[src/design/point_in_polygon_winding_unit_macros.svh]
// Assertion helpers for the winding unit. Every check is sampled on clk and
// is off while arst_n is low.
`ifndef POINT_IN_POLYGON_WINDING_UNIT_MACROS_SVH
`define POINT_IN_POLYGON_WINDING_UNIT_MACROS_SVH

// Same-cycle implication.
`define PIPW_ASSERT_NOW(label, ante, cons, msg) \
	label: assert property (@(posedge clk) disable iff (!arst_n) (ante) |-> (cons)) \
		else $error(msg);

// Next-cycle implication.
`define PIPW_ASSERT_NEXT(label, ante, cons, msg) \
	label: assert property (@(posedge clk) disable iff (!arst_n) (ante) |=> (cons)) \
		else $error(msg);

`endif

[src/design/pipw_pkg.sv]
package pipw_pkg;

	localparam int COORD_WIDTH  = 32;
	localparam int DIFF_WIDTH   = COORD_WIDTH + 1;
	localparam int PROD_WIDTH   = 2 * DIFF_WIDTH;
	localparam int MAX_SEGMENTS = 65536;
	// two halves per segment, signed
	localparam int WIND_WIDTH   = $clog2(MAX_SEGMENTS) + 3;
	localparam int REG_COUNT    = 2;
	localparam int INDEX_WIDTH  = $clog2(REG_COUNT);

	localparam logic [INDEX_WIDTH-1:0] REG_POINT_X = INDEX_WIDTH'(0);
	localparam logic [INDEX_WIDTH-1:0] REG_POINT_Y = INDEX_WIDTH'(1);

	typedef enum logic [2:0] {
		KIND_NONE,
		KIND_UP,
		KIND_DOWN,
		KIND_HALF_UP,
		KIND_HALF_DOWN
	} cross_kind_t;

	typedef struct packed {
		logic signed [COORD_WIDTH-1:0] start_x;
		logic signed [COORD_WIDTH-1:0] start_y;
		logic signed [COORD_WIDTH-1:0] end_x;
		logic signed [COORD_WIDTH-1:0] end_y;
		logic                          last_segment;
	} seg_t;

	typedef struct packed {
		logic inside_res;
		logic closed;
	} res_t;

	// shifted segment plus its classification
	typedef struct packed {
		logic signed [DIFF_WIDTH-1:0] ax;
		logic signed [DIFF_WIDTH-1:0] ay;
		logic signed [DIFF_WIDTH-1:0] bx;
		logic signed [DIFF_WIDTH-1:0] by;
		cross_kind_t                  kind;
		logic                         last;
		logic                         closed;
	} shift_t;

	// the two cross-product terms
	typedef struct packed {
		logic signed [PROD_WIDTH-1:0] p_axby;
		logic signed [PROD_WIDTH-1:0] p_aybx;
		cross_kind_t                  kind;
		logic                         last;
		logic                         closed;
	} cross_t;

endpackage

[src/design/pipw_contour_track.sv]
module pipw_contour_track (
	input  logic           clk,
	input  logic           arst_n,
	input  logic           take,
	input  pipw_pkg::seg_t seg,
	output logic           closed
);

	logic                                   chain_ok_q;
	logic                                   at_first_q;
	logic signed [pipw_pkg::COORD_WIDTH-1:0] first_x_q;
	logic signed [pipw_pkg::COORD_WIDTH-1:0] first_y_q;
	logic signed [pipw_pkg::COORD_WIDTH-1:0] prev_x_q;
	logic signed [pipw_pkg::COORD_WIDTH-1:0] prev_y_q;
	logic                                   chain_now;
	logic signed [pipw_pkg::COORD_WIDTH-1:0] first_x_now;
	logic signed [pipw_pkg::COORD_WIDTH-1:0] first_y_now;

	// the opening segment defines the start point and cannot break the chain
	always_comb begin
		if (at_first_q) begin
			chain_now   = 1'b1;
			first_x_now = seg.start_x;
			first_y_now = seg.start_y;
		end else begin
			chain_now   = chain_ok_q && (seg.start_x == prev_x_q) && (seg.start_y == prev_y_q);
			first_x_now = first_x_q;
			first_y_now = first_y_q;
		end
	end

	assign closed = chain_now && (seg.end_x == first_x_now) && (seg.end_y == first_y_now);

	always_ff @(posedge clk or negedge arst_n) begin
		if (!arst_n) begin
			chain_ok_q <= 1'b1;
			at_first_q <= 1'b1;
			first_x_q  <= '0;
			first_y_q  <= '0;
			prev_x_q   <= '0;
			prev_y_q   <= '0;
		end else if (take) begin
			first_x_q <= first_x_now;
			first_y_q <= first_y_now;
			prev_x_q  <= seg.end_x;
			prev_y_q  <= seg.end_y;
			if (seg.last_segment) begin
				chain_ok_q <= 1'b1;
				at_first_q <= 1'b1;
			end else begin
				chain_ok_q <= chain_now;
				at_first_q <= 1'b0;
			end
		end
	end

endmodule

[config.mk]
export PLATFORM = sky130hd
export DESIGN_NAME = pipw_contour_track
export DESIGN_NICKNAME = d
export VERILOG_FILES = /design/src/design/point_in_polygon_winding_unit_macros.svh /design/src/design/pipw_pkg.sv /design/src/design/pipw_contour_track.sv
export SDC_FILE = /design/constraint.sdc
export NUM_CORES = 1
export LEC_CHECK = 0
export BUFFER_PORTS_ARGS = -buffer_cell sky130_fd_sc_hd__buf_2
export CORE_MARGIN = 8
export CORE_UTILIZATION = 35
export CTS_BUF_LIST = sky130_fd_sc_hd__clkbuf_4
export DETAILED_ROUTE_END_ITERATION = 12
export PLACE_DENSITY = 0.62
export SLEW_MARGIN = 20
export SYNTH_ARGS = -nofsm -noshare
export SYNTH_HDL_FRONTEND = slang
export SYNTH_SLANG_ARGS = --single-unit
[constraint.sdc]
create_clock -name clk -period 3.6 [get_ports clk]
set_input_delay 0.54 -clock clk [delete_from_list [all_inputs] [get_ports clk]]
set_output_delay 0.54 -clock clk [all_outputs]
set_load 0.005 [all_outputs]
# Word level (Yosys, flattened, before mapping)
# Index checks and enable logic that the tools add are counted.
# Widths: inputs -> output; s select.
# word_totals
register_bits,130
input_bits,132
output_inout_bits,1
wordCells,19
# op_classes
eq_ne,4
n_mux,5
n_reduce_logical,4
# op_table
op,n
$eq 32x32->1,4
$mux 32,2
$logic_and 1x1->1,4
$mux 1,3

# Logic depth before layout (Yosys ltp)
# logic_depth
ltp_word,6
ltp_mapped,9
depth_no_buf,6

# Least setup slack after synthesis
# No wires, ideal clock.
# synth_timing
kind,register -> output
startpoint,reg at_first_q
endpoint,out closed
t_arrival_ns,1.868
required_time_ns,3.060
slack_ns,1.192
stages_incl_launch_ff,10
n_path_buf,3
cell_sequence,dfstp_2 -> buf_6 -> buf_6 -> buf_8 -> mux2i_1 -> xnor2_1 -> nor4_1 -> nand4_1 -> nor4_1 -> o21a_1
# synth_between
elab_chain_cells,4
elab_cells_between_ends,7
classes_between,eq/ne: 2; mux: 3; reduce/logical: 2
# synth_lines
item,line_no,rtl
"start, declared",pipw_contour_track.sv:10,logic at_first_q;
"start signal, assigned",pipw_contour_track.sv:37,at_first_q <= 1'b1;
"start signal, assigned",pipw_contour_track.sv:49,at_first_q <= 1'b1;
"start signal, assigned",pipw_contour_track.sv:52,at_first_q <= 1'b0;
$mux 32,pipw_contour_track.sv:21,if (at_first_q) begin
$eq 32x32->1,pipw_contour_track.sv:32,assign closed = chain_now && (seg.end_x == first_x_now) && (seg.end_y == first_y_now);
$logic_and 1x1->1,pipw_contour_track.sv:32,
$logic_and 1x1->1 (*),pipw_contour_track.sv:32,
"end, declared",pipw_contour_track.sv:6,output logic closed
# Every way passes the cells marked *; elsewhere a longest branch is shown, timed or not.

# Worst setup path after layout
# Same ends and word-level chain as after synthesis.

==> summary.txt <==
total CTS buffers - 17
register area share after synthesis - 0.467
asr flop ratio synth - 1.00
Setup violations, final - 0
Period Utilization, post-route - 0.999
Core Area - 19500 um^2
DP Wirelength - 15.2 mm
RSZ-0062 raised after global routing - true
count leader, synth - dfrtp_1
DRC - 0
Hold Violations, Final - 0
Pwr Density - 436 nW/um^2
initial DRC count - 345
CTS tree - built
DR vias - 4899
Fill cells - 1930
Fin Hold WS - 0.227 ns
critical path peak fanout - 6
worst vdd rail ir drop - 0.000183 V
Pleak - 3.69 nW
YS warnings - 0
main flop type after synthesis - dfrtp_1
WL/cell - 19.9 um
crit path cell chain - buf_12 -> buf_12 -> mux2i_2 -> xnor2_1 -> nor4_1 -> nand4_1 -> nor4_2 -> o21a_1 -> buf_2
WP data required - 3.06 ns
FP Rows - 51
final std cells w/o fill - 999
port buffer count - 132
run status - completed
Mapped Area - 6960 um^2
FF+latch count, synth - 130
CP Data Arrival Time - 3.06 ns
maxcap violations - 0
max-slew violations - 0
Setup crit end kind - primary output
share of cells above drive strength 1 - 0.417
Worst-path clk slew - 0.11 ns
Max-slew headroom - 0.456
die area - 24700 um^2
clk sinks - 130
Clock Skew - 0.00976 ns
worst slew pin tran - 0.816 ns
Final WS setup - 0.00484 ns
leading area contributor after synthesis - dfrtp_1
first-pass GRT wire length - 30.7 mm
io pins - 133
Critical Path Most Common Cell - buf_12
Synth cell types - 29
Cells after Synth - 574
synth cell count leaders - 128 x dfrtp_1, 107 x mux2_2, 71 x xnor2_1
area share of the largest cell type after synthesis - 0.460
hold crit path type - primary input to flop
CP bufs+invs - 3
die height - 157 um
Post-synth EDFFs - 0
Achievable Freq - 0.278 GHz
clock period minus worst slack - 3.60 ns
GP Congestion - 0.831
Final ANT Viol Nets - 0
CTS Buffer Depth - 2
H-tree depth - 4
Total Wirelength - 19.9 mm
clock root buffer - clkbuf_4
startpoint types - flop
GRT Util Overall - 0.166
crit path max-delay cell type - dfstp_4
Largest stage delay, worst path - 0.65 ns
setup_tns - 0 ns
vias in the first global route - 5317
Initial Util - 0.357
area delta synth->final - 21.2%
Crit Path Class - flop to primary output
Die X - 157 um
Setup WS pre-CTS - 0.385 ns
Post-Syn Nets - 706
Clock Latency Late Sink - 0.55 ns
Post-Place Cells - 955
largest cells by area after synthesis - dfrtp_1 46%, mux2_2 17%, mux2i_1 9.2%
largest net degree at the start of global routing - 87
initial antenna violation count - 1
family with the most delay on the worst path - simple AND/OR/NAND/NOR gates
gr ovfl total - 0
Syn Area/Cell - 12.1 um^2
Nets - 852
DRT Pass-1 Iters - 4
via/cell ratio - 4.90
-- kinds of logic after synthesis --
kind of cell,Yosys count,synth area share
AO/OA/AOI/OAI,43,0.0406
AND/OR/NAND/NOR,80,0.0627
XOR/XNOR,104,0.131
buffers and inverters,46,0.0334
flip-flops,130,0.467
multiplexers,171,0.265
-- metal layers --
metal	vias to the layer above	share of wire	global-route usage
met4	0	0.011	0.0435
met1	2416	0.46	0.222
met3	19	0.066	0.0387
met2	125	0.46	0.266
met5	-	0	0
li1	2339	-	-
-- timing repair --
item                                    4_1_cts  5_1_grt
cloned                                        2        1
endpoints found under the setup margin        1        1
endpoints found under the hold margin        43        0
resized for setup                             9       10
hold buffers                                  1        0
buffers inserted                              7        0
pin swaps                                     8        9
-- state kept, by name (all words and copies together) (netlist names) --
signal,cells
first_x_q,32
chain_ok_q,1
at_first_q,1
prev_y_q,32
first_y_q,32
prev_x_q,32
-- worst min-delay path, cell delays in order --
cell,delay (ns)
buf_2,0.10
nand2_1,0.04
o21ai_0,0.06
-- layout make-up --
cell class              instances  area, um^2  area share
inverters                      22        82.6     0.00979
diodes                          2        5.00    0.000593
clock buffers                  19         143      0.0169
clock inverters                12        93.8      0.0111
well taps                     265         332      0.0393
multi-input cells             398        3570       0.423
flip-flops and latches        130        3260       0.386
repair buffers                151         956       0.113
-- metrics by stage --
| stage | util | cell area (um^2) | power (mW) |
|---|---|---|---|
| floorplan | - | 6960 | 2.41 |
| global placement | 0.406 | 7930 | 2.73 |
| detailed placement | 0.406 | 7930 | 2.74 |
| CTS | 0.428 | 8360 | 3.68 |
| global route | 0.432 | 8440 | 3.88 |
| finish | 0.432 | 8440 | 3.68 |
-- cells in the final DEF, fill, tap and decap left out, types with 2 or more instances in the layout --
cell type   count
nor4_2         10
inv_1          22
mux2i_1        57
nor2b_1         9
a2111o_1        3
buf_16          2
buf_4          10
a22o_1          2
o22ai_1         7
o2bb2ai_1       2
clkinvlp_4      5
nor4_1         20
nand2b_1        6
mux2i_2         7
o2111ai_1       2
xnor2_1        71
dfrtp_1       128
clkinv_2        3
xor2_1         33
mux2_2        107
clkinv_1        3
o21ai_0        22
nand2_1        23
buf_12          7
clkbuf_4       19
o221ai_1        2
diode_2         2
nand4_1         9
buf_2         130
-- final timing paths --
kind | startpoint | to | slack, ns | cells past startpoint
max | at_first_q | closed | 0.005 | 9
min | seg[62] | prev_x_q[29] | 0.23 | 3
max reg2reg | at_first_q | first_y_q[31] | 1.52 | 5
min reg2reg | first_x_q[7] | first_x_q[7] | 0.51 | 2
max in group asynchronous | arst_n | chain_ok_q | 2.15 | 3
min in group asynchronous | arst_n | prev_x_q[22] | 0.53 | 2
-- power by group --
group	leakage [nW]	total, mW	internal [mW]	switching [mW]
registers	1.53	1.79	1.67	0.113
logic	2.04	1.00	0.516	0.484
clock network	0.119	0.890	0.341	0.549
Note: power is estimated with default switching activity, not from simulation.
