[config.mk]
export PLATFORM = sky130hd
export DESIGN_NAME = pipw_shift_classify
export DESIGN_NICKNAME = d
export VERILOG_FILES = /design/src/design/point_in_polygon_winding_unit_macros.svh /design/src/design/pipw_pkg.sv /design/src/design/pipw_shift_classify.sv
export SDC_FILE = /design/constraint.sdc
export NUM_CORES = 1
export LEC_CHECK = 0
export ABC_AREA = 1
export BUFFER_PORTS_ARGS = -buffer_cell sky130_fd_sc_hd__buf_4
export CAP_MARGIN = 5
export CORE_UTILIZATION = 45
export DETAILED_ROUTE_END_ITERATION = 6
export GPL_TIMING_DRIVEN = 0
export PLACE_DENSITY = 0.68
export SYNTH_ARGS = -nofsm -noshare
export SYNTH_HDL_FRONTEND = slang
export SYNTH_SLANG_ARGS = --single-unit
[constraint.sdc]
create_clock -name clk -period 2.83 [get_ports clk]
set_input_delay 0.1415 -clock clk [delete_from_list [all_inputs] [get_ports clk]]
set_output_delay 0.1415 -clock clk [all_outputs]
set_load 0.02 [all_outputs]
[src/design/point_in_polygon_winding_unit_macros.svh]
// Assertion helpers for the winding unit. Every check is sampled on clk and
// is off while arst_n is low.
`ifndef POINT_IN_POLYGON_WINDING_UNIT_MACROS_SVH
`define POINT_IN_POLYGON_WINDING_UNIT_MACROS_SVH

// Same-cycle implication.
`define PIPW_ASSERT_NOW(label, ante, cons, msg) \
	label: assert property (@(posedge clk) disable iff (!arst_n) (ante) |-> (cons)) \
		else $error(msg);

// Next-cycle implication.
`define PIPW_ASSERT_NEXT(label, ante, cons, msg) \
	label: assert property (@(posedge clk) disable iff (!arst_n) (ante) |=> (cons)) \
		else $error(msg);

`endif

[src/design/pipw_pkg.sv]
package pipw_pkg;

	localparam int COORD_WIDTH  = 32;
	localparam int DIFF_WIDTH   = COORD_WIDTH + 1;
	localparam int PROD_WIDTH   = 2 * DIFF_WIDTH;
	localparam int MAX_SEGMENTS = 65536;
	// two halves per segment, signed
	localparam int WIND_WIDTH   = $clog2(MAX_SEGMENTS) + 3;
	localparam int REG_COUNT    = 2;
	localparam int INDEX_WIDTH  = $clog2(REG_COUNT);

	localparam logic [INDEX_WIDTH-1:0] REG_POINT_X = INDEX_WIDTH'(0);
	localparam logic [INDEX_WIDTH-1:0] REG_POINT_Y = INDEX_WIDTH'(1);

	typedef enum logic [2:0] {
		KIND_NONE,
		KIND_UP,
		KIND_DOWN,
		KIND_HALF_UP,
		KIND_HALF_DOWN
	} cross_kind_t;

	typedef struct packed {
		logic signed [COORD_WIDTH-1:0] start_x;
		logic signed [COORD_WIDTH-1:0] start_y;
		logic signed [COORD_WIDTH-1:0] end_x;
		logic signed [COORD_WIDTH-1:0] end_y;
		logic                          last_segment;
	} seg_t;

	typedef struct packed {
		logic inside_res;
		logic closed;
	} res_t;

	// shifted segment plus its classification
	typedef struct packed {
		logic signed [DIFF_WIDTH-1:0] ax;
		logic signed [DIFF_WIDTH-1:0] ay;
		logic signed [DIFF_WIDTH-1:0] bx;
		logic signed [DIFF_WIDTH-1:0] by;
		cross_kind_t                  kind;
		logic                         last;
		logic                         closed;
	} shift_t;

	// the two cross-product terms
	typedef struct packed {
		logic signed [PROD_WIDTH-1:0] p_axby;
		logic signed [PROD_WIDTH-1:0] p_aybx;
		cross_kind_t                  kind;
		logic                         last;
		logic                         closed;
	} cross_t;

endpackage

[src/design/pipw_shift_classify.sv]
module pipw_shift_classify (
	input  logic                                    clk,
	input  logic                                    adv,
	input  pipw_pkg::seg_t                          seg,
	input  logic                                    closed,
	input  logic signed [pipw_pkg::COORD_WIDTH-1:0] point_x,
	input  logic signed [pipw_pkg::COORD_WIDTH-1:0] point_y,
	output pipw_pkg::shift_t                        shift_s2
);

	logic signed [pipw_pkg::DIFF_WIDTH-1:0] ax, ay, bx, by;
	logic                                  ay_neg, ay_zero, ay_pos;
	logic                                  by_neg, by_zero, by_pos;
	logic                                  ax_pos, bx_pos;
	pipw_pkg::cross_kind_t                 kind;

	// move the test point to the origin; one extra bit keeps it exact
	assign ax = pipw_pkg::DIFF_WIDTH'(seg.start_x) - pipw_pkg::DIFF_WIDTH'(point_x);
	assign ay = pipw_pkg::DIFF_WIDTH'(seg.start_y) - pipw_pkg::DIFF_WIDTH'(point_y);
	assign bx = pipw_pkg::DIFF_WIDTH'(seg.end_x) - pipw_pkg::DIFF_WIDTH'(point_x);
	assign by = pipw_pkg::DIFF_WIDTH'(seg.end_y) - pipw_pkg::DIFF_WIDTH'(point_y);

	assign ay_neg  = ay[pipw_pkg::DIFF_WIDTH-1];
	assign ay_zero = (ay == '0);
	assign ay_pos  = !ay_neg && !ay_zero;
	assign by_neg  = by[pipw_pkg::DIFF_WIDTH-1];
	assign by_zero = (by == '0);
	assign by_pos  = !by_neg && !by_zero;
	assign ax_pos  = !ax[pipw_pkg::DIFF_WIDTH-1] && (ax != '0);
	assign bx_pos  = !bx[pipw_pkg::DIFF_WIDTH-1] && (bx != '0);

	always_comb begin
		if (ay_neg && by_pos) begin
			kind = pipw_pkg::KIND_UP;
		end else if (ay_pos && by_neg) begin
			kind = pipw_pkg::KIND_DOWN;
		end else if (ay_zero && ax_pos) begin
			kind = by_pos ? pipw_pkg::KIND_HALF_UP : pipw_pkg::KIND_HALF_DOWN;
		end else if (by_zero && bx_pos) begin
			kind = ay_neg ? pipw_pkg::KIND_HALF_UP : pipw_pkg::KIND_HALF_DOWN;
		end else begin
			kind = pipw_pkg::KIND_NONE;
		end
	end

	always_ff @(posedge clk) begin
		if (adv) begin
			shift_s2.ax     <= ax;
			shift_s2.ay     <= ay;
			shift_s2.bx     <= bx;
			shift_s2.by     <= by;
			shift_s2.kind   <= kind;
			shift_s2.last   <= seg.last_segment;
			shift_s2.closed <= closed;
		end
	end

endmodule

# After elaboration in Yosys (flattened, before gate mapping)
# Index checks and enable logic that the tools add are counted.
# Widths: inputs -> output; s select.
[op_classes] add_sub_neg=4 mul=0 n_div=0 n_lt_le_gt_ge=0 n_eq_ne=0 shifts=0 n_mux=5 n_bitwise=0 n_reduce_logical=19
[op_table] operator="$sub 32x32->33" count=4
[op_table] operator="$logic_not 33->1" count=2
[op_table] operator="$reduce_bool 33->1" count=2
[op_table] operator="$mux 3" count=4
[op_table] operator="$logic_and 1x1->1" count=8
[op_table] operator="$logic_not 1->1" count=6
[op_table] operator="$mux 2" count=1
[op_table] operator="$reduce_or 2->1" count=1
[totals] regBits=137 latchBits=0 ram_bits=0 rom_bits=0 in_bits=196 out_inout_bits=137 wordCells=36 n_memories=0

# Depth between registers and ports, before layout
# Gate-level depths: netlist (run 1).
[depth] depth_word=7 mapped_depth=23 mapped_depth_nobuf=23

# Worst setup path before layout (run 1)
# Ideal clock, no wire load.
[synth_timing] path_kind="input-to-reg" from="input seg[97] in the netlist's numbering" to="register shift_s2[4] in the netlist's numbering, data pin" t_arrival_ps=2043 slack_ps=536 cell_stages=20 n_path_buf=0 path_cell_list="inv_1 > ha_1 > fa_1 > inv_1 > nand3_1 > nand3_2 > nand2_1 > nand2_1 > nand2_1 > nand2_1 > nand3_1 > nand2_1 > xor2_1 > nor2_1 > nand2_1 > nor2_1 > nor2_1 > nand2_2 > nand2_1 > nor2_1"
[synth_via] elab_chain_len=5
[synth_rtl] element="start: declaration" line="pipw_shift_classify.sv:4" source="input pipw_pkg::seg_t seg,"
[synth_rtl] element="$sub 32x32->33" line="pipw_shift_classify.sv:18" source="assign ax = pipw_pkg::DIFF_WIDTH'(seg.start_x) - pipw_pkg::DIFF_WIDTH'(point_x);"
[synth_rtl] element="via ax (one bit)" line="pipw_shift_classify.sv:11" source="logic signed [pipw_pkg::DIFF_WIDTH-1:0] ax, ay, bx, by;"
[synth_rtl] element="$reduce_bool 33->1" line="pipw_shift_classify.sv:29" source="assign ax_pos = !ax[pipw_pkg::DIFF_WIDTH-1] && (ax != '0);"
[synth_rtl] element="$logic_and 1x1->1" line="pipw_shift_classify.sv:29"
[synth_rtl] element="$logic_and 1x1->1" line="pipw_shift_classify.sv:37" source="end else if (ay_zero && ax_pos) begin"
[synth_rtl] element="$mux 3" line="pipw_shift_classify.sv:37"
[synth_rtl] element="end: declaration" line="pipw_shift_classify.sv:8" source="output pipw_pkg::shift_t shift_s2"
# The timed path passes the listed nets, and every way through them passes these cells.
# A chain may end at the register's enable or synchronous reset.

# Worst setup path in the final report (run 1)
[layout_timing] from="input point_y[0] in the netlist's numbering" to="register shift_s2[3] in the netlist's numbering, data pin"
[layout_via] elab_chain_len=7
[layout_rtl] element="start: declaration" line="pipw_shift_classify.sv:7" source="input logic signed [pipw_pkg::COORD_WIDTH-1:0] point_y,"
[layout_rtl] element="$sub 32x32->33" line="pipw_shift_classify.sv:21" source="assign by = pipw_pkg::DIFF_WIDTH'(seg.end_y) - pipw_pkg::DIFF_WIDTH'(point_y);"
[layout_rtl] element="$logic_not 33->1" line="pipw_shift_classify.sv:27" source="assign by_zero = (by == '0);"
[layout_rtl] element="$logic_not 1->1" line="pipw_shift_classify.sv:28" source="assign by_pos = !by_neg && !by_zero;"
[layout_rtl] element="$logic_and 1x1->1" line="pipw_shift_classify.sv:28"
[layout_rtl] element="$mux 3" line="pipw_shift_classify.sv:38" source="kind = by_pos ? pipw_pkg::KIND_HALF_UP : pipw_pkg::KIND_HALF_DOWN;"
[layout_rtl] element="$mux 3" line="pipw_shift_classify.sv:37"
[layout_rtl] element="$mux 2" line="pipw_shift_classify.sv:35" source="end else if (ay_pos && by_neg) begin"
# Several ways; a longest one is shown, not always the timed one.

==> flow_summary.toml, run 1 <==
[clocking]
htree_levels = 4
cts_tree = "yes"
cts-root-buf = "clkbuf_16"
cts_setup_buffers = 0
path_clk_slew_ps = 70
clockBufferDepth = 2
cts_buffers = 17
clock_sinks = 137

[logic_synthesis]
synth.area.top_cells = "edfxtp_1 (26%), nand2_1 (23%), inv_1 (14%)"
synth_nets = 2914
ys_warn_count = 0
synth.yosys.seq_area_share_pct = 26.5
synth_top_area_share_pct = 26.5
async_flop_share_pct = 0
synth-edff-count = 137
yosys.area.top_type = "edfxtp_1"
synth-main-ff-cell = "edfxtp_1"
syn_area_per_cell_um2 = 6.01
synth_cell_type_count = 37
ys_ff_latch = 137
syn_area_um2 = 15500
synth_cells = 2586

[cells_and_area]
final_common_cell = "nand2_1"
final_net_count = 3268
syn_to_final_growth_pct = 23.9
final_cells = 3403
top_regs = "shift_s2: 137 flops"
final_cell_mix = "nand2_1 (969), inv_1 (598), buf_4 (332), nor2_1 (257), nand3_1 (172)"
final_util_pct = 57.0
regMostFlops = "shift_s2"
layout-drive-gt1-share_pct = 14.9
largest_reg_flops = 137

[sta]
setup_violations = 0
slew_violations = 0
period_minus_slack_ps = 2670
rsz0062_at_grt = "no"
finalCritPeriodShare_pct = 94.5
worstMarginPinSlew_ps = 683
fin_ws_ps = 156
clock.fmax_mhz = 374
maxSlewHeadroom_pct = 54.4
hold_ws_ps = 91.7
hold_viol_final = 0

[hold_path]
hold_path.class = "in2reg"
holdCritStartpoint = "point_x[0]"
hold_path_end = "shift_s2[104]"
whs_path_depth = 3

[worst_setup_path]
critPathBufInv = 2
crit_top_cell = "nand2_1"
path_cells = "buf_4 -> ha_1 -> fa_1 -> inv_1 -> nand2_1 -> nand2_1 -> nand3_1 -> nand2_1 -> nand2_1 -> nand2_1 -> nand2_1 -> nor3_1 -> nand2_1 -> nor2_1 -> nand3b_1 -> nor2_1 -> nor2_1 -> nand2_2 -> nand3_1"
crit_arrival_ps = 2890
cpPeakStageDelay_ps = 410
setup.worst_path.start_class = "primary input"
crit_required_ps = 3050
slowest_stage = "fa_1"
end_kind = "register"
crit_path_start = "point_y[0]"
critPathTopFamily = "simple AND/OR/NAND/NOR gates"
path_max_fanout = 3
path_class = "in2reg"

[pwr]
power.density_nw_per_um2 = 462
power.internal_uw = 5270
switching_share_pct = 40.8
leakagePower_uw = 0.0110
p_sw_uw = 3630
p_comb_share_pct = 42.8
ir_drop_v = 0.000474
seqPwrFrac_pct = 30.4
power_uw = 8900
p_clk_share_pct = 26.8

[placed_design]
io_buffer_count = 332
routabilityCongestion = 1.00
dpl.hpwl_mm = 48.5
place_ws_ps = -487
place_inst = 3367

[grt]
grt_pass1_vias = 16500
grt_antenna_before_repair = 3
grt_max_degree = 72
overflow = 0
grt_use_total_pct = 31.6
grt_pass1_wl_mm = 85.6

[route]
drt-vias-per-instance = 4.98
drc = 0
antenna_left = 0
vias = 17000
first_pass_iters = 5
wire_per_inst_um = 16.5
wl_mm = 56.1
drt_iter0_drc = 1076

[floorplan]
fp.dieH_um = 188
die_area_um2 = 35300
ios = 333
core_area_um2 = 33800
rows = 67
start_util_pct = 46.0
dieWidth_um = 188

[flow_run]
maxCapViolations = 0

[outcome]
status = "complete, no violations"
cells by family after synthesis:
group	after synthesis	share of synthesized area (%)
AND/OR/NAND/NOR	1566	42.5
buffers and inverters	602	14.6
flip-flops	137	26.5
adder cells (fa/ha/maj)	132	10.8
AO/OA/AOI/OAI	129	4.41
XOR/XNOR	20	1.30
what timing repair did:
| action | CTS | global route |
|---|---|---|
| hold buffers | 2 | 0 |
| hold endpoints to repair | 2 | 0 |
| pin swaps | 0 | 1 |
| gates cloned | 0 | 0 |
| setup endpoints to repair | 1 | 1 |
| resized for setup | 1 | 4 |
tightest hold or removal path: cells and delay by family:
| family | cells | cell delay (ps) |
|---|---|---|
| buffers and inverters | 2 | 130 |
| adders and majority gates | 1 | 110 |
final cells by class:
type / count / area, um2
tap: 448 / 561
multi-input combinational: 1847 / 9190
inverter: 601 / 2260
buffer: 1 / 7.51
timing repair buffer: 335 / 2540
clock inverter: 15 / 166
fill: 3392 / 14500
sequential: 137 / 4110
antenna: 2 / 5.00
clock buffer: 17 / 425
metrics by stage:
stage | cell area [um2] | setup TNS (ps)
detailed placement | 18600 | -1180
finish | 19300 | 0
global route | 19300 | 0
CTS | 19200 | 0
global placement | 18600 | -1050
floorplan | 15500 | 0
per-layer routing:
layer | GRT usage [%] | wire length, um | vias up
li1 | - | - | 8667
met1 | 36.8 | 23200 | 7559
met2 | 57.3 | 27500 | 616
met3 | 4.60 | 3020 | 114
met4 | 13.9 | 2360 | 0
met5 | 0 | 0 | -
synth_stat cells, types with 10 or more instances:
master      n
inv_1     598
nor3_1     21
nand2_2    22
nand3b_1   24
nand3_1   172
a21oi_1    79
nor2_1    260
o21ai_0    32
edfxtp_1  137
nand4_1    40
nor2_2     20
ha_1      128
nand3_2    15
nand2_1   969
xor2_1     10
worst max path at each step:
stage                   to  slack, ps  cells after the start
2_1_floorplan  shift_s2[4]        540                     20
3_3_place_gp   shift_s2[4]       -440                     19
3_5_place_dp   shift_s2[4]       -490                     19
4_1_cts        shift_s2[4]         90                     20
5_1_grt        shift_s2[4]         30                     21
6_report       shift_s2[3]        160                     19
power groups by stage:
stage          Clock (uW)  Sequential, uW  Combinational (uW)
2_1_floorplan           0            3110                1980
3_3_place_gp            0            2750                3730
3_5_place_dp            0            2750                3760
4_1_cts              2410            2710                3780
5_1_grt              2460            2730                4200
6_report             2390            2710                3810
No activity file was read; power rests on OpenSTA's default activity.
==> run 2: changes to the inputs <==
--- a/config.mk
+++ b/config.mk
@@ -6,9 +6,11 @@
 export NUM_CORES = 1
 export LEC_CHECK = 0
 export ABC_AREA = 1
+export ABC_CLOCK_PERIOD_IN_PS = 2830
 export BUFFER_PORTS_ARGS = -buffer_cell sky130_fd_sc_hd__buf_4
 export CAP_MARGIN = 5
 export CORE_UTILIZATION = 45
+export CTS_BUF_LIST = sky130_fd_sc_hd__clkbuf_2
 export DETAILED_ROUTE_END_ITERATION = 6
 export GPL_TIMING_DRIVEN = 0
 export PLACE_DENSITY = 0.68
==> run 2 against run 1 <==
Clock power is 42% lower; routed wire length is 7.0% higher; die area stayed put; via count is 6.9% higher; critical path depth stayed put; combinational power is 12% higher; maximum frequency is 2.0% lower; utilization is 5.4 points higher; non-clock buffer count is 210 higher; sequential power hardly changed.
==> flow_summary.toml, run 2 (same netlist as run 1, synthesis figures left out) <==
[route]
vias = 18100
wl_mm = 60.0
first_pass_iters = 5
antenna_left = 0
drt-vias-per-instance = 5.01
drc = 0
drt_iter0_drc = 1085
wire_per_inst_um = 16.6

[floorplan]
die_area_um2 = 35300
core_area_um2 = 33800
fp.dieH_um = 188
rows = 67
start_util_pct = 46.0
ios = 333
dieWidth_um = 188

[worst_setup_path]
end_kind = "register"
crit_top_cell = "nand2_1"
crit_arrival_ps = 3440
crit_required_ps = 3550
path_cells = "dlygate4sd3_1 -> buf_4 -> fa_1 -> inv_1 -> nand3_1 -> nand2_1 -> nand2_1 -> nand2_1 -> nand2_1 -> nand3_2 -> nand2_1 -> nand2_2 -> xor2_4 -> nor2_2 -> nand4_1 -> nor2_2 -> nand2_2 -> nand2_1 -> nor2_1"
path_class = "in2reg"
setup.worst_path.start_class = "primary input"
critPathBufInv = 3
slowest_stage = "dlygate4sd3_1"
path_max_fanout = 6
critPathTopFamily = "simple AND/OR/NAND/NOR gates"
cpPeakStageDelay_ps = 570

[hold_path]
hold_path.class = "in2reg"

[flow_run]
maxCapViolations = 0

[clocking]
path_clk_slew_ps = 280
cts-root-buf = "clkbuf_2"
clockBufferDepth = 2
cts_buffers = 17
cts_tree = "yes"
htree_levels = 4
clock_sinks = 137

[sta]
slew_violations = 0
fin_ws_ps = 101
rsz0062_at_grt = "no"
finalCritPeriodShare_pct = 96.4
maxSlewHeadroom_pct = 52.9
setup_violations = 0
worstMarginPinSlew_ps = 706
clock.fmax_mhz = 366
hold_viol_final = 0
setup_tns_ps = 0
period_minus_slack_ps = 2730

[pwr]
ir_drop_v = 0.000327
power.density_nw_per_um2 = 395
leakagePower_uw = 0.0118

[cells_and_area]
nFillCells = 3149
final_cell_mix = "nand2_1 (966), inv_1 (598), buf_4 (333), nor2_1 (250), dlygate4sd3_1 (211)"
final_net_count = 3478
syn_to_final_growth_pct = 35.7
largest_reg_flops = 137
regMostFlops = "shift_s2"
layout-drive-gt1-share_pct = 14.5
top_regs = "shift_s2: 137 flops"
seq_area_um2 = 4110
final_common_cell = "nand2_1"
multi_input_area_um2 = 9250
design_area_um2 = 21100

[outcome]
status = "complete, no violations"

[placed_design]
placed_cell_area_um2 = 18600
routabilityCongestion = 1.00
io_buffer_count = 332
place_ws_ps = -487
dpl.hpwl_mm = 48.5

[grt]
grt_max_degree = 72
grt_pass1_wl_mm = 92.5
grt_pass1_vias = 18000
grt_antenna_before_repair = 5
grt_use_total_pct = 33.9
overflow = 0
run 2: worst paths after layout:
check / to / cells after the start / slack (ps) / start
max: shift_s2[4] / 19 / 100 / point_y[1]
min: shift_s2[89] / 6 / 50 / point_y[18]
run 2: worst min-delay path, stage by stage:
cell	delay (ps)
buf_4	120
inv_1	130
ha_1	240
inv_1	50
nand2_1	60
nand2_1	90
run 2: through the flow:
stage          cells  hold slack [ps]  util (%)  total power [uW]
5_1_grt         3615             63.2      62.4              8820
3_3_place_gp    3366              319      55.1              6480
6_report        3615             48.0      62.4              8330
3_5_place_dp    3367              322      55.1              6520
4_1_cts         3613             1.47      62.2              8270
2_1_floorplan   2586              240         -              5090
run 2: area by class of cell:
cell class / instances / share of cell area, %
Buffer: 1 / 0.0356
Antenna cell: 4 / 0.0475
Clock inverter: 15 / 0.789
Timing Repair Buffer: 545 / 22.0
Inverter: 601 / 10.7
Sequential cell: 137 / 19.5
Tap cell: 448 / 2.66
Multi-Input combinational cell: 1847 / 43.8
Clock buffer: 17 / 0.403
run 2: report_power, final:
group          leakage [uW]  switching [uW]  internal, uW
Combinational        0.0103            2590          1660
Sequential          0.00134            93.0          2610
Clock              0.000149             950           430
Total                0.0118            3630          4700
run 2: what timing repair did:
item | in CTS | in global routing
buffers inserted | 0 | 1
hold endpoints to repair | 219 | 0
hold buffers | 214 | 0
endpoints found under the setup margin | 0 | 4
resized for setup | 0 | 23
run 2: per-layer routing:
metal	vias up	GRT usage (%)	part of all wire (%)
met4	2	18.1	5.0
met3	149	4.23	5.4
met5	-	0	0.022
met2	740	61.6	49
li1	9085	-	-
met1	8153	38.4	40
