File: src/design/point_in_polygon_winding_unit_macros.svh
// Assertion helpers for the winding unit. Every check is sampled on clk and
// is off while arst_n is low.
`ifndef POINT_IN_POLYGON_WINDING_UNIT_MACROS_SVH
`define POINT_IN_POLYGON_WINDING_UNIT_MACROS_SVH

// Same-cycle implication.
`define PIPW_ASSERT_NOW(label, ante, cons, msg) \
	label: assert property (@(posedge clk) disable iff (!arst_n) (ante) |-> (cons)) \
		else $error(msg);

// Next-cycle implication.
`define PIPW_ASSERT_NEXT(label, ante, cons, msg) \
	label: assert property (@(posedge clk) disable iff (!arst_n) (ante) |=> (cons)) \
		else $error(msg);

`endif

File: src/design/pipw_pkg.sv
package pipw_pkg;

	localparam int COORD_WIDTH  = 32;
	localparam int DIFF_WIDTH   = COORD_WIDTH + 1;
	localparam int PROD_WIDTH   = 2 * DIFF_WIDTH;
	localparam int MAX_SEGMENTS = 65536;
	// two halves per segment, signed
	localparam int WIND_WIDTH   = $clog2(MAX_SEGMENTS) + 3;
	localparam int REG_COUNT    = 2;
	localparam int INDEX_WIDTH  = $clog2(REG_COUNT);

	localparam logic [INDEX_WIDTH-1:0] REG_POINT_X = INDEX_WIDTH'(0);
	localparam logic [INDEX_WIDTH-1:0] REG_POINT_Y = INDEX_WIDTH'(1);

	typedef enum logic [2:0] {
		KIND_NONE,
		KIND_UP,
		KIND_DOWN,
		KIND_HALF_UP,
		KIND_HALF_DOWN
	} cross_kind_t;

	typedef struct packed {
		logic signed [COORD_WIDTH-1:0] start_x;
		logic signed [COORD_WIDTH-1:0] start_y;
		logic signed [COORD_WIDTH-1:0] end_x;
		logic signed [COORD_WIDTH-1:0] end_y;
		logic                          last_segment;
	} seg_t;

	typedef struct packed {
		logic inside_res;
		logic closed;
	} res_t;

	// shifted segment plus its classification
	typedef struct packed {
		logic signed [DIFF_WIDTH-1:0] ax;
		logic signed [DIFF_WIDTH-1:0] ay;
		logic signed [DIFF_WIDTH-1:0] bx;
		logic signed [DIFF_WIDTH-1:0] by;
		cross_kind_t                  kind;
		logic                         last;
		logic                         closed;
	} shift_t;

	// the two cross-product terms
	typedef struct packed {
		logic signed [PROD_WIDTH-1:0] p_axby;
		logic signed [PROD_WIDTH-1:0] p_aybx;
		cross_kind_t                  kind;
		logic                         last;
		logic                         closed;
	} cross_t;

endpackage

File: src/design/pipw_wind_acc.sv
module pipw_wind_acc (
	input  logic             clk,
	input  logic             arst_n,
	input  logic             take,
	input  pipw_pkg::cross_t cross_s3,
	output pipw_pkg::res_t   res_q
);

	logic [pipw_pkg::WIND_WIDTH-1:0] wind_q;
	logic [pipw_pkg::WIND_WIDTH-1:0] delta;
	logic [pipw_pkg::WIND_WIDTH-1:0] wind_next;

	// sign of the cross product without forming the difference
	always_comb begin
		case (cross_s3.kind)
			pipw_pkg::KIND_UP:
				delta = (cross_s3.p_axby > cross_s3.p_aybx) ?
					pipw_pkg::WIND_WIDTH'(2) : '0;
			pipw_pkg::KIND_DOWN:
				delta = (cross_s3.p_axby < cross_s3.p_aybx) ?
					-pipw_pkg::WIND_WIDTH'(2) : '0;
			pipw_pkg::KIND_HALF_UP:   delta = pipw_pkg::WIND_WIDTH'(1);
			pipw_pkg::KIND_HALF_DOWN: delta = '1;
			default:                  delta = '0;
		endcase
	end

	assign wind_next = wind_q + delta;

	always_ff @(posedge clk or negedge arst_n) begin
		if (!arst_n) begin
			wind_q <= '0;
		end else if (take) begin
			wind_q <= cross_s3.last ? '0 : wind_next;
		end
	end

	always_ff @(posedge clk) begin
		if (take && cross_s3.last) begin
			res_q.inside_res <= cross_s3.closed && (wind_next != '0);
			res_q.closed     <= cross_s3.closed;
		end
	end

endmodule

File: config.mk
export PLATFORM = sky130hd
export DESIGN_NAME = pipw_wind_acc
export DESIGN_NICKNAME = d
export VERILOG_FILES = /design/src/design/point_in_polygon_winding_unit_macros.svh /design/src/design/pipw_pkg.sv /design/src/design/pipw_wind_acc.sv
export SDC_FILE = /design/constraint.sdc
export NUM_CORES = 1
export LEC_CHECK = 0
export BUFFER_PORTS_ARGS = -buffer_cell sky130_fd_sc_hd__buf_2
export CAP_MARGIN = 10
export CORE_MARGIN = 2
export CORE_UTILIZATION = 45
export CTS_CLUSTER_DIAMETER = 40
export DETAILED_ROUTE_END_ITERATION = 8
export PLACE_DENSITY = 0.78
export SYNTH_ARGS = -nofsm -noshare
export SYNTH_HDL_FRONTEND = slang
export SYNTH_SLANG_ARGS = --single-unit
export TNS_END_PERCENT = 10
File: constraint.sdc
create_clock -name clk -period 2.89 [get_ports clk]
set_input_delay 0.1445 -clock clk [delete_from_list [all_inputs] [get_ports clk]]
set_output_delay 0.1445 -clock clk [all_outputs]
set_load 0.03 [all_outputs]
==> After elaboration in Yosys (flattened, before gate mapping) <==
Cells that the tools add are included.
W data, S select, Z words.
{ "word_totals": {"in_bits": 140, "out_inout_bits": 2, "word_cells": 17, "regBits": 21} }
{ "classes": {"add_sub_neg": 1, "n_reduce_logical": 3, "n_eq_ne": 4, "n_lt_le_gt_ge": 2, "mux": 4} }
{ "op_table": {"columns": ["operator", "n"], "rows": [
  ["$pmux W19 S4", 1],
  ["$gt A66 B66 Y1", 1],
  ["$lt A66 B66 Y1", 1],
  ["$mux W19", 2],
  ["$add A19 B19 Y19", 1],
  ["$reduce_bool A19 Y1", 1],
  ["$eq A3 B2 Y1 const B", 2],
  ["$eq A3 B1 Y1 const B", 1],
  ["$eq A3 B3 Y1 const B", 1],
  ["$logic_and A1 B1 Y1", 2],
  ["$mux W2", 1]
]} }

==> Depth between registers and ports, before layout <==
Gate-level depths: netlist (run 1).
{ "logic_depth": {"ltp_word": 6, "ltp_mapped": 21, "mapped_depth_nobuf": 21} }

==> Worst setup path after synthesis (run 1) <==
OpenSTA, ideal clock, no wires.
{ "synth_timing": {"path_type": "in2reg", "from": "in cross_s3[52] (netlist bit)", "to": "reg res_q[1] (netlist bit), data pin", "path_slack_ns": -1.706, "required_ns": 2.617, "cell_stages": 21, "arrival_ns": 4.323, "cell_sequence": "inv_1 -> ha_1 -> a21o_1 -> a21o_1 -> a221oi_1 -> o22ai_1 -> nor4_2 -> nand2_1 -> xnor2_1 -> mux2_2 -> o21ai_0 -> ha_1 -> a211oi_1 -> o21bai_1 -> a21oi_1 -> o21ai_0 -> a31oi_1 -> o2111ai_1 -> a21oi_1 -> xor2_1 -> a41oi_2"} }
{ "synth_between": {"elab_chain_len": 6, "elab_cells_between_ends": 8} }
{ "synth_rtl": {"columns": ["element", "line", "source"], "rows": [
  ["start: declaration", "pipw_wind_acc.sv:5", "input pipw_pkg::cross_t cross_s3,"],
  ["$lt A66 B66 Y1 or $gt A66 B66 Y1 (tied branches)", "pipw_wind_acc.sv:20, pipw_wind_acc.sv:17", null],
  ["$mux W19 or $mux W2 (tied branches)", "pipw_wind_acc.sv:20, pipw_wind_acc.sv:17", null],
  ["$pmux W19 S4 *", "pipw_wind_acc.sv:15", "case (cross_s3.kind)"],
  ["$add A19 B19 Y19 *", "pipw_wind_acc.sv:28", "assign wind_next = wind_q + delta;"],
  ["$reduce_bool A19 Y1 *", "pipw_wind_acc.sv:40", "res_q.inside_res <= cross_s3.closed && (wind_next != '0);"],
  ["$logic_and A1 B1 Y1 *", "pipw_wind_acc.sv:40", null],
  ["end: declaration", "pipw_wind_acc.sv:6", "output pipw_pkg::res_t res_q"]
]} }
Every way passes the cells marked *; elsewhere a longest branch is shown, timed or not.
A chain may end at the register's enable or synchronous reset.

==> Worst setup path in the final report (run 1) <==
{ "layout_timing": {"from": "in cross_s3[58] (netlist bit)", "to": "reg res_q[1] (netlist bit), data pin"} }
The elaborated chain is that of the path after synthesis.

==> impl_metrics.sql, run 1 <==
INSERT INTO impl_metrics (metric_group, metric, value, unit) VALUES
('pwr', 'power_frac_seq', '0.216', ''),
('cells_and_area', 'fillerInstances', '468', ''),
('setup_path', 'crit_fanout', '3', ''),
('clocking', 'worst_setup_hold_path_clk_slew', '0.08', 'ns'),
('global_route', 'globalRouteOverflowTotal', '0', ''),
('synthesis', 'synth.top_cells.by_area', 'ha_1 30%, dfrtp_1 14%, inv_1 10%', ''),
('clocking', 'clk_root_buffer_cell', 'clkbuf_8', ''),
('synthesis', 'netlist_area', '3460', 'um^2'),
('setup_path', 'critPathLaunchType', 'input pin', ''),
('cells_and_area', 'finish.net_count', '896', ''),
('sta', 'post-route-worst-setup-slack', '-1.24', 'ns'),
('global_route', 'first_pass_grt_wire_length', '17600', 'um'),
('synthesis', 'synthMostInstantiatedCell', 'inv_1', ''),
('synthesis', 'synth_enable_flop_cells', '2', ''),
('clocking', 'clock_sinks', '21', ''),
('sta', 'period_share', '1.43', ''),
('pwr', 'internal_power', '1.10', 'mW'),
('global_route', 'grt_util_all_layers', '0.249', ''),
('synthesis', 'postSynthNetCount', '662', ''),
('cells_and_area', 'finalCoreUtilization', '0.762', ''),
('setup_path', 'timing.critical_path.required', '2.90', 'ns'),
('sta', 'worst_pin_slew', '0.708', 'ns'),
('placed_design', 'gp_routability_congestion', '0.862', ''),
('sta', 'fmax', '242', 'MHz'),
('clocking', 'cts.path.max_buffers', '2', ''),
('run_status', 'violations_in_the_final_reports', 'negative setup slack', ''),
('synthesis', 'avgSynthCellArea', '7.92', 'um^2'),
('synthesis', 'ys_dominant_reg_cell', 'dfrtp_1', ''),
('setup_path', 'path_class', 'in2reg', ''),
('synthesis', 'synthesis.yosys.warnings', '0', ''),
('pwr', 'p_per_area', '321', 'nW/um^2'),
('setup_path', 'worst-endpoint-arrival', '4.14', 'ns'),
('pwr', 'power.total', '1.79', 'mW'),
('pwr', 'leakage', '3.06', 'nW'),
('sta', 'skew', '0.00609', 'ns'),
('global_route', 'largest_net_degree_at_the_start_of_global_routing', '24', ''),
('floorplan', 'area_of_the_placeable_core', '7330', 'um^2'),
('floorplan', 'die_x', '91.7', 'um'),
('clocking', 'h_tree_levels', '1', ''),
('sta', 'finalHoldViolCount', '0', ''),
('synthesis', 'synthDominantAreaCellType', 'ha_1', ''),
('pwr', 'power_frac_clock', '0.112', ''),
('sta', 'rsz0062_at_grt', 'true', ''),
('drt', 'drt-vias-per-instance', '5.32', ''),
('sta', 'timing.final.setup_violations', '19', ''),
('clocking', 'cts_tree', 'yes', ''),
('global_route', 'first_global_vias', '4247', ''),
('setup_path', 'critPathCaptureType', 'flip-flop', ''),
('synthesis', 'ys_ff_latch', '21', ''),
('run_status', 'run_status', 'finished with violations', ''),
('drt', 'number_of_detailed_routing_iterations_run_before_antenna_repair', '4', ''),
('placed_design', 'placement.io_buffers', '141', ''),
('job', 'max_cap_viol_count', '0', ''),
('synthesis', 'post_synth_inst_count', '437', ''),
('synthesis', 'yosys.cell_types.count', '54', ''),
('placed_design', 'hpwl_reported_at_the_end_of_detailed_placement', '8650', 'um'),
('drt', 'ant_nets', '0', ''),
('pwr', 'psw', '0.695', 'mW'),
('drt', 'wirelength', '10900', 'um'),
('min_path', 'worst_hold_path_type', 'in2reg', ''),
('floorplan', 'initial_core_util', '0.472', ''),
('drt', 'routed-via-count', '4089', ''),
('drt', 'routedWlPerCell', '14.1', 'um'),
('floorplan', 'die_area', '8410', 'um^2'),
('sta', 'finalMaxSlewViolations', '0', ''),
('pwr', 'p_comb_frac', '0.672', ''),
('pwr', 'ir_worst_vdd', '0.200', 'mV'),
('floorplan', 'pin_count', '142', ''),
('synthesis', 'netlist.area_leader.share', '0.304', ''),
('cells_and_area', 'antenna_cells', '0', ''),
('floorplan', 'number_of_cell_rows', '31', '');
-- worst max-delay path, cell delays in order --
cell,delay [ns]
buf_2,0.10
inv_1,0.07
ha_4,0.21
and4_1,0.18
and2_4,0.14
nand4_1,0.19
nor2_1,0.10
nor4_2,0.32
buf_4,0.19
mux2i_2,0.22
and2_4,0.19
clkinvlp_4,0.11
buf_6,0.14
ha_4,0.23
a21o_1,0.17
a2111o_1,0.37
a21o_1,0.19
nand3_2,0.08
nand2b_1,0.10
a21oi_2,0.15
xor2_1,0.20
and4b_1,0.23
a41oi_2,0.12
-- metal layers --
metal / global-route usage / routed length, um
met4: 0.0821 / 290
met3: 0.0370 / 619
met1: 0.278 / 4380
met2: 0.478 / 5580
met5: 0 / 0
-- worst paths after layout --
check	from	end	cells past startpoint	slack [ns]
max in group asynchronous	arst_n	wind_q[12]$_DFFE_PN0P_	2	2.22
min in group asynchronous	arst_n	wind_q[13]$_DFFE_PN0P_	2	0.35
worst max register to register	wind_q[0]$_DFFE_PN0P_	res_q[1]$_DFFE_PP_	11	0.16
worst min-delay path	cross_s3[0]	res_q[0]$_DFFE_PP_	1	0.09
worst max-delay path	cross_s3[58]	res_q[1]$_DFFE_PP_	23	-1.24
worst min register to register	wind_q[15]$_DFFE_PN0P_	wind_q[15]$_DFFE_PN0P_	2	0.54
-- power groups by stage --
stage               logic [mW]  clock network, mW  registers, mW
floorplan                0.558                  0          0.385
global placement          1.00                  0          0.388
detailed placement        1.05                  0          0.390
CTS                       1.15              0.205          0.386
global route              1.32              0.212          0.396
finish                    1.20              0.200          0.388
-- cells in the final DEF (no fill, tap or decap), types with 3 or more instances in the layout --
| master | count |
|---|---|
| a211oi_2 | 3 |
| a21o_1 | 21 |
| a21oi_1 | 19 |
| a21oi_2 | 13 |
| a221oi_2 | 5 |
| a31oi_1 | 3 |
| and2_4 | 3 |
| buf_2 | 138 |
| buf_4 | 89 |
| buf_6 | 5 |
| clkbuf_8 | 3 |
| dfrtp_1 | 19 |
| ha_1 | 62 |
| ha_4 | 22 |
| inv_1 | 84 |
| inv_2 | 8 |
| nand2_1 | 21 |
| nand2b_1 | 5 |
| nand3_1 | 7 |
| nand3b_1 | 4 |
| nand4_1 | 15 |
| nor2_1 | 9 |
| nor3_1 | 5 |
| nor4_2 | 3 |
| o21ai_0 | 7 |
| o21ai_1 | 10 |
| o21ai_2 | 4 |
| o21bai_1 | 3 |
| o22ai_1 | 15 |
| xnor2_1 | 4 |
| xor2_1 | 5 |
| xor2_2 | 4 |
-- kinds of logic (layout without fill, tap and decap cells) --
| logic type | count (synthesis) | after routing | synth area share |
|---|---|---|---|
| AOI/OAI and AO/OA | 120 | 120 | 0.224 |
| buffers and inverters | 99 | 332 | 0.107 |
| and+or+nand+nor | 94 | 94 | 0.154 |
| adders and majority gates | 85 | 85 | 0.309 |
| DFF | 21 | 21 | 0.155 |
| xor gates and xnor gates | 16 | 16 | 0.0445 |
| muxes | 2 | 2 | 0.00615 |
-- stage by stage --
step	worst slack, ns	instance area, um^2	instances	hold WS, ns
finish	-1.24	5580	769	0.0922
floorplan	-1.30	3690	437	-0.151
global placement	-1.59	5160	760	0.121
detailed placement	-1.71	5160	760	0.122
CTS	-1.16	5490	768	0.0843
global route	-1.45	5580	769	0.0847
-- cell type report --
cell class | instances | area (um^2) | share of cell area
multi-input combinational | 317 | 3090 | 0.553
tap | 99 | 124 | 0.0222
sequential | 21 | 536 | 0.0959
inverter | 95 | 368 | 0.0659
clock buffer | 4 | 45.0 | 0.00807
timing repair buffer | 233 | 1430 | 0.255
-- timing repair --
item / CTS / global route
pin swaps: 38 / 10
endpoints found under the hold margin: 19 / 0
endpoints found under the setup margin: 19 / 19
hold buffers: 1 / 0
buffers inserted: 3 / 1
gates resized for setup: 49 / 15
-- sequential cells by signal, indices dropped and copies added (netlist names) --
| signal | cells |
|---|---|
| wind_q | 19 |
| res_q | 2 |
Note: power is estimated with default switching activity, not from simulation.
==> inputs of run 2 (changes only) <==
RECOVER_POWER = 100   (was default)
==> impl_metrics.sql, run 2 (synthesis results as in run 1) <==
INSERT INTO impl_metrics (metric_group, metric, value, unit) VALUES
('setup_path', 'r2r_cells', '11', ''),
('sta', 'finalHoldViolCount', '0', ''),
('cells_and_area', 'final_layout_size_suffix_gt1_frac', '0.482', ''),
('pwr', 'leakage', '3.04', 'nW'),
('pwr', 'ir_worst_vdd', '0.198', 'mV'),
('sta', 'fmax', '242', 'MHz'),
('sta', 'finalMaxSlewViolations', '0', ''),
('global_route', 'first_global_vias', '4247', ''),
('cells_and_area', 'fillerInstances', '470', ''),
('clocking', 'cts_tree', 'yes', ''),
('floorplan', 'die_x', '91.7', 'um'),
('placed_design', 'dpl_cell_area', '5160', 'um^2'),
('setup_path', 'critical_path.top_delay_family', 'simple AND/OR/NAND/NOR gates', ''),
('sta', 'worst_pin_slew', '1.10', 'ns'),
('global_route', 'grt_util_all_layers', '0.249', ''),
('clocking', 'cts_buffers', '3', ''),
('setup_path', 'crit_path_top_delay_cell', 'a2111o_1', ''),
('sta', 'layout_min_cycle_time', '4.14', 'ns'),
('global_route', 'globalRouteOverflowTotal', '0', ''),
('floorplan', 'pin_count', '142', ''),
('setup_path', 'crit_chain', 'buf_2 -> inv_1 -> ha_4 -> and4_1 -> and2_4 -> nand4_1 -> nor2_1 -> nor4_2 -> buf_4 -> mux2i_2 -> and2_4 -> clkinvlp_4 -> buf_6 -> ha_4 -> a21o_1 -> a2111o_1 -> a21o_1 -> nand3_2 -> nand2b_1 -> a21oi_2 -> xor2_1 -> and4b_1 -> a41oi_2', ''),
('sta', 'post-route-worst-setup-slack', '-1.25', 'ns'),
('setup_path', 'critPathCaptureType', 'flip-flop', ''),
('placed_design', 'dpl_worst_slack', '-1.71', 'ns'),
('min_path', 'holdCritStartpoint', 'cross_s3[0]', ''),
('setup_path', 'path_class', 'in2reg', ''),
('floorplan', 'area_of_the_placeable_core', '7330', 'um^2'),
('run_status', 'run_status', 'finished with violations', ''),
('sta', 'totalNegativeSetupSlack', '-14.57', 'ns'),
('sta', 'timing.final.setup_violations', '19', ''),
('clocking', 'clkLatencyLatePin', '0.27', 'ns'),
('drt', 'number_of_detailed_routing_iterations_run_before_antenna_repair', '4', ''),
('sta', 'period_share', '1.43', ''),
('cells_and_area', 'register_with_the_most_flip_flops', 'wind_q', ''),
('setup_path', 'critPathLaunchType', 'input pin', ''),
('floorplan', 'die_area', '8410', 'um^2'),
('cells_and_area', 'antenna_cells', '0', ''),
('setup_path', 'critical_path.reg2reg.startpoint', 'wind_q[0]$_DFFE_PN0P_', ''),
('cells_and_area', 'largest_register_ffs', '19', ''),
('global_route', 'first_pass_grt_wire_length', '17600', 'um'),
('clocking', 'worst_setup_hold_path_clk_slew', '0.08', 'ns'),
('pwr', 'p_per_area', '321', 'nW/um^2'),
('floorplan', 'die_h', '91.7', 'um'),
('min_path', 'min_delay_worst_endpoint', 'res_q[0]$_DFFE_PP_', ''),
('cells_and_area', 'mostFrequentLayoutCell', 'buf_2', ''),
('sta', 'max_slew_margin', '0.264', ''),
('setup_path', 'worst-endpoint-arrival', '4.15', 'ns'),
('drt', 'ant_nets', '0', ''),
('cells_and_area', 'layout_common_cells', '133 x buf_2, 88 x buf_4, 84 x inv_1', ''),
('placed_design', 'hpwl_reported_at_the_end_of_detailed_placement', '8650', 'um'),
('placed_design', 'placed_cells_incl_taps', '760', ''),
('setup_path', 'crit_fanout', '3', ''),
('setup_path', 'crit_buf_inv', '5', ''),
('sta', 'skew', '0.00513', 'ns'),
('min_path', 'worst_hold_path_type', 'in2reg', ''),
('drt', 'routed-via-count', '4097', ''),
('clocking', 'h_tree_levels', '1', ''),
('run_status', 'violations_in_the_final_reports', 'negative setup slack', ''),
('min_path', 'min_delay_path_depth', '1', ''),
('sta', 'rsz0062_at_grt', 'true', ''),
('floorplan', 'initial_core_util', '0.472', ''),
('drt', 'routedWlPerCell', '14.2', 'um'),
('pwr', 'power.total', '1.79', 'mW'),
('drt', 'drt_iter0_markers', '112', ''),
('cells_and_area', 'top_regs', 'wind_q x19, res_q x2', ''),
('clocking', 'clk_root_buffer_cell', 'clkbuf_8', ''),
('global_route', 'largest_net_degree_at_the_start_of_global_routing', '24', ''),
('global_route', 'grt_antenna_before_repair', '0', ''),
('setup_path', 'timing.rr.end', 'res_q[1]$_DFFE_PP_', ''),
('clocking', 'clock_sinks', '21', ''),
('placed_design', 'placement.io_buffers', '141', ''),
('setup_path', 'timing.critical_path.required', '2.90', 'ns'),
('drt', 'wirelength', '10900', 'um'),
('drt', 'drc_errors', '0', ''),
('floorplan', 'number_of_cell_rows', '31', ''),
('cells_and_area', 'finalInstanceArea', '5570', 'um^2'),
('job', 'max_cap_viol_count', '0', ''),
('placed_design', 'gp_routability_congestion', '0.862', ''),
('setup_path', 'worst_path_largest_cell_delay', '0.37', 'ns'),
('setup_path', 'reg2reg_setup_slack', '0.16', 'ns'),
('cells_and_area', 'finish.net_count', '896', ''),
('cells_and_area', 'fin_cells', '769', ''),
('cells_and_area', 'area.growth.synth_to_final', '61.0', '%'),
('drt', 'drt-vias-per-instance', '5.33', ''),
('clocking', 'cts.path.max_buffers', '2', '');
## run 2: cell count changes in the layout (fill, tap and decap cells not counted), sizes merged
| cell | change |
|---|---|
| clkbuf | +6 |
| buf | -6 |
## run 2: worst reg2reg max path: cells and delay by family, from the launching register on
| kind | cells | cell delay [ns] |
|---|---|---|
| flip-flops | 1 | 0.40 |
| adder cells (fa/ha/maj) | 2 | 0.64 |
| AND/OR/NAND/NOR | 3 | 0.42 |
| XOR/XNOR | 1 | 0.20 |
| AO/OA/AOI/OAI | 5 | 0.82 |
## run 2: what timing repair did
| action | 4_1_cts | 5_1_grt |
|---|---|---|
| hold buffers | 1 | 0 |
| setup endpoints to repair | 19 | 19 |
| endpoints found under the hold margin | 19 | 0 |
| pin swaps | 38 | 10 |
| gates resized for setup | 49 | 15 |
| buffers inserted | 3 | 1 |
## run 2: cell type report
| class | instances | area, um^2 | share of cell area |
|---|---|---|---|
| Inverter | 95 | 368 | 0.0660 |
| Clock buffer | 4 | 45.0 | 0.00808 |
| Multi-Input combinational cell | 317 | 3090 | 0.554 |
| Timing Repair Buffer | 233 | 1420 | 0.254 |
| Tap cell | 99 | 124 | 0.0222 |
| Sequential cell | 21 | 536 | 0.0961 |
## run 2: worst max-delay path by stage
stage,startpoint,to,slack [ns],cells after the start
finish,cross_s3[58],res_q[1]$_DFFE_PP_,-1.25,23
global route,cross_s3[48],res_q[1]$_DFFE_PP_,-1.45,24
CTS,cross_s3[59],res_q[1]$_DFFE_PP_,-1.16,22
detailed placement,cross_s3[108],res_q[1]$_DFFE_PP_,-1.71,22
global placement,cross_s3[108],res_q[1]$_DFFE_PP_,-1.59,22
floorplan,cross_s3[125],res_q[1]$_DFFE_PP_,-1.30,18
## run 2: stage by stage
step | util | hold WS (ns)
final | 0.760 | 0.146
after global routing | 0.760 | 0.134
after CTS | 0.749 | 0.0843
after detailed placement | 0.704 | 0.122
after global placement | 0.704 | 0.121
after floorplan | - | -0.151
## run 2: where the power goes
part	leakage [nW]	internal, mW	switching, mW
Combinational	2.75	0.650	0.553
Clock	0.0228	0.0985	0.101
Sequential	0.272	0.348	0.0398
Total	3.04	1.10	0.694
## run 2: metal layers
metal / global-route usage / vias to the layer above / wire length, um
met5: 0 / - / 0
met4: 0.0821 / 0 / 306
met3: 0.0370 / 33 / 597
met2: 0.478 / 146 / 5570
met1: 0.278 / 1891 / 4410
li1: - / 2027 / -
==> inputs of run 3 (changes only) <==
CORE_MARGIN = 3   (was 2)
==> impl_metrics.sql, run 3 (synthesis results as in run 1) <==
INSERT INTO impl_metrics (metric_group, metric, value, unit) VALUES
('run_status', 'run_status', 'finished with violations', ''),
('run_status', 'violations_in_the_final_reports', 'negative setup slack', ''),
('placed_design', 'dpl_cell_area', '5130', 'um^2'),
('floorplan', 'initial_core_util', '0.470', ''),
('setup_path', 'worst-endpoint-arrival', '4.24', 'ns'),
('global_route', 'met1_usage', '0.250', ''),
('job', 'max_cap_viol_count', '0', ''),
('setup_path', 'path_class', 'in2reg', ''),
('placed_design', 'placed_cells_incl_taps', '755', ''),
('cells_and_area', 'mostFrequentLayoutCell', 'buf_2', ''),
('pwr', 'ir_worst_vdd', '0.274', 'mV'),
('min_path', 'worst_hold_path_type', 'in2reg', ''),
('cells_and_area', 'layout_common_cells', '136 x buf_2, 95 x buf_4, 85 x inv_1', ''),
('sta', 'post-route-worst-setup-slack', '-1.33', 'ns'),
('cells_and_area', 'fin_cells', '774', ''),
('setup_path', 'crit_fanout', '12', ''),
('setup_path', 'critPathCaptureType', 'flip-flop', ''),
('min_path', 'min_delay_worst_endpoint', 'res_q[0]$_DFFE_PP_', ''),
('clocking', 'cts.path.max_buffers', '2', ''),
('sta', 'totalNegativeSetupSlack', '-16.01', 'ns'),
('setup_path', 'reg2reg_setup_slack', '0.19', 'ns'),
('cells_and_area', 'top_regs', 'wind_q x19, res_q x2', ''),
('floorplan', 'pin_count', '142', ''),
('placed_design', 'dpl_worst_slack', '-1.89', 'ns'),
('cells_and_area', 'register_with_the_most_flip_flops', 'wind_q', ''),
('global_route', 'global_route_met3_utilization', '0.0385', ''),
('sta', 'finalMaxSlewViolations', '0', ''),
('setup_path', 'r2r_cells', '10', ''),
('sta', 'max_slew_margin', '0.258', ''),
('floorplan', 'die_area', '8780', 'um^2'),
('setup_path', 'timing.critical_path.required', '2.91', 'ns'),
('cells_and_area', 'antenna_cells', '0', ''),
('sta', 'finalHoldWorstSlack', '0.0758', 'ns'),
('cells_and_area', 'largest_register_ffs', '19', ''),
('clocking', 'worst_setup_hold_path_clk_slew', '0.09', 'ns'),
('global_route', 'first_pass_grt_wire_length', '17300', 'um'),
('clocking', 'clock_sinks', '21', ''),
('sta', 'layout_min_cycle_time', '4.22', 'ns'),
('floorplan', 'number_of_cell_rows', '31', ''),
('drt', 'wirelength', '11700', 'um'),
('drt', 'drt_iter0_markers', '105', ''),
('drt', 'ant_nets', '0', ''),
('setup_path', 'critPathLaunchType', 'input pin', ''),
('drt', 'routed-via-count', '4106', ''),
('min_path', 'holdCritStartpoint', 'cross_s3[0]', ''),
('global_route', 'grt_use_met2', '0.486', ''),
('sta', 'timing.final.setup_violations', '19', ''),
('setup_path', 'timing.rr.end', 'res_q[1]$_DFFE_PP_', ''),
('drt', 'routedWlPerCell', '15.1', 'um'),
('min_path', 'min_delay_path_depth', '1', ''),
('cells_and_area', 'finalInstanceArea', '5660', 'um^2'),
('clocking', 'clk_root_buffer_cell', 'clkbuf_8', ''),
('global_route', 'globalRouteOverflowTotal', '0', ''),
('drt', 'drt-vias-per-instance', '5.30', ''),
('global_route', 'global_route.peak_usage_layer', 'met2', ''),
('global_route', 'first_global_vias', '4202', ''),
('pwr', 'leakage', '3.11', 'nW'),
('floorplan', 'die_h', '93.7', 'um'),
('clocking', 'clkLatencyLatePin', '0.28', 'ns'),
('global_route', 'grt_util_all_layers', '0.238', ''),
('sta', 'skew', '0.0111', 'ns'),
('cells_and_area', 'area.growth.synth_to_final', '63.7', '%'),
('drt', 'drc_errors', '0', ''),
('pwr', 'p_per_area', '325', 'nW/um^2'),
('clocking', 'h_tree_levels', '1', ''),
('placed_design', 'placement.io_buffers', '141', ''),
('sta', 'worst_pin_slew', '1.11', 'ns'),
('clocking', 'cts_buffers', '3', ''),
('cells_and_area', 'final_layout_size_suffix_gt1_frac', '0.489', ''),
('placed_design', 'hpwl_reported_at_the_end_of_detailed_placement', '9020', 'um'),
('cells_and_area', 'finish.net_count', '901', ''),
('sta', 'period_share', '1.46', ''),
('global_route', 'largest_net_degree_at_the_start_of_global_routing', '24', ''),
('drt', 'number_of_detailed_routing_iterations_run_before_antenna_repair', '6', ''),
('sta', 'fmax', '237', 'MHz'),
('floorplan', 'die_x', '93.7', 'um'),
('global_route', 'grt_antenna_before_repair', '0', ''),
('placed_design', 'gp_routability_congestion', '0.848', ''),
('floorplan', 'area_of_the_placeable_core', '7370', 'um^2'),
('sta', 'rsz0062_at_grt', 'true', ''),
('clocking', 'cts_tree', 'yes', ''),
('setup_path', 'critical_path.reg2reg.startpoint', 'wind_q[0]$_DFFE_PN0P_', ''),
('sta', 'finalHoldViolCount', '0', '');
==> run 3: changes by cell type in the layout (fill, tap and decap cells not counted), sizes merged <==
cell	before	now
buf	226	232
clkbuf	10	8
clkinv	0	1
==> run 3: power by group <==
part	total, mW	leakage (nW)	internal, mW	switching, mW
clock network	0.209	0.0255	0.0966	0.112
registers	0.388	0.272	0.348	0.0404
logic	1.24	2.81	0.666	0.575
==> run 3: critical path: stages <==
cell and delay [ns]:
buf_2 0.08, inv_1 0.03, ha_1 0.33, a21oi_2 0.15
o21ai_1 0.09, a221oi_2 0.30, o22ai_2 0.13, nor4_4 0.27
buf_4 0.17, mux2i_2 0.23, and2_4 0.20, clkinvlp_4 0.09
buf_12 0.16, ha_4 0.24, a21o_1 0.17, a2111o_1 0.37
a21o_1 0.19, a31o_2 0.22, a21oi_2 0.13, xor2_1 0.22
and4b_1 0.24, a41oi_2 0.09
==> run 3: what timing repair did <==
action,in CTS,in global routing
hold buffers,1,0
buffers inserted,9,5
endpoints found under the setup margin,19,19
gates resized for setup,16,46
hold endpoints to repair,19,0
pin swaps,19,36
==> run 3: cell type report <==
type / instances / area (um^2)
sequential: 21 / 536
timing repair buffer: 238 / 1440
inverter: 95 / 368
clock inverter: 1 / 5.00
clock buffer: 3 / 41.3
multi-input combinational: 317 / 3150
fill: 512 / 1710
tap: 99 / 124
==> run 3: routing by layer <==
| metal | part of all wire | vias to the layer above |
|---|---|---|
| met2 | 0.54 | 146 |
| met1 | 0.38 | 1897 |
| li1 | - | 2043 |
| met4 | 0.014 | 0 |
| met5 | 0 | - |
| met3 | 0.062 | 20 |
==> run 3: worst max-delay path by stage <==
stage                          to           from  depth (start not counted)
2_1_floorplan  res_q[1]$_DFFE_PP_  cross_s3[125]                         18
3_3_place_gp   res_q[1]$_DFFE_PP_  cross_s3[108]                         21
3_5_place_dp   res_q[1]$_DFFE_PP_  cross_s3[108]                         21
4_1_cts        res_q[1]$_DFFE_PP_   cross_s3[40]                         22
5_1_grt        res_q[1]$_DFFE_PP_   cross_s3[68]                         25
6_report       res_q[1]$_DFFE_PP_   cross_s3[50]                         22
==> run 3: stage by stage <==
step | utilization | total power [mW]
finish | 0.769 | 1.84
floorplan | - | 0.943
global placement | 0.697 | 1.39
detailed placement | 0.697 | 1.44
global route | 0.769 | 1.98
CTS | 0.725 | 1.71
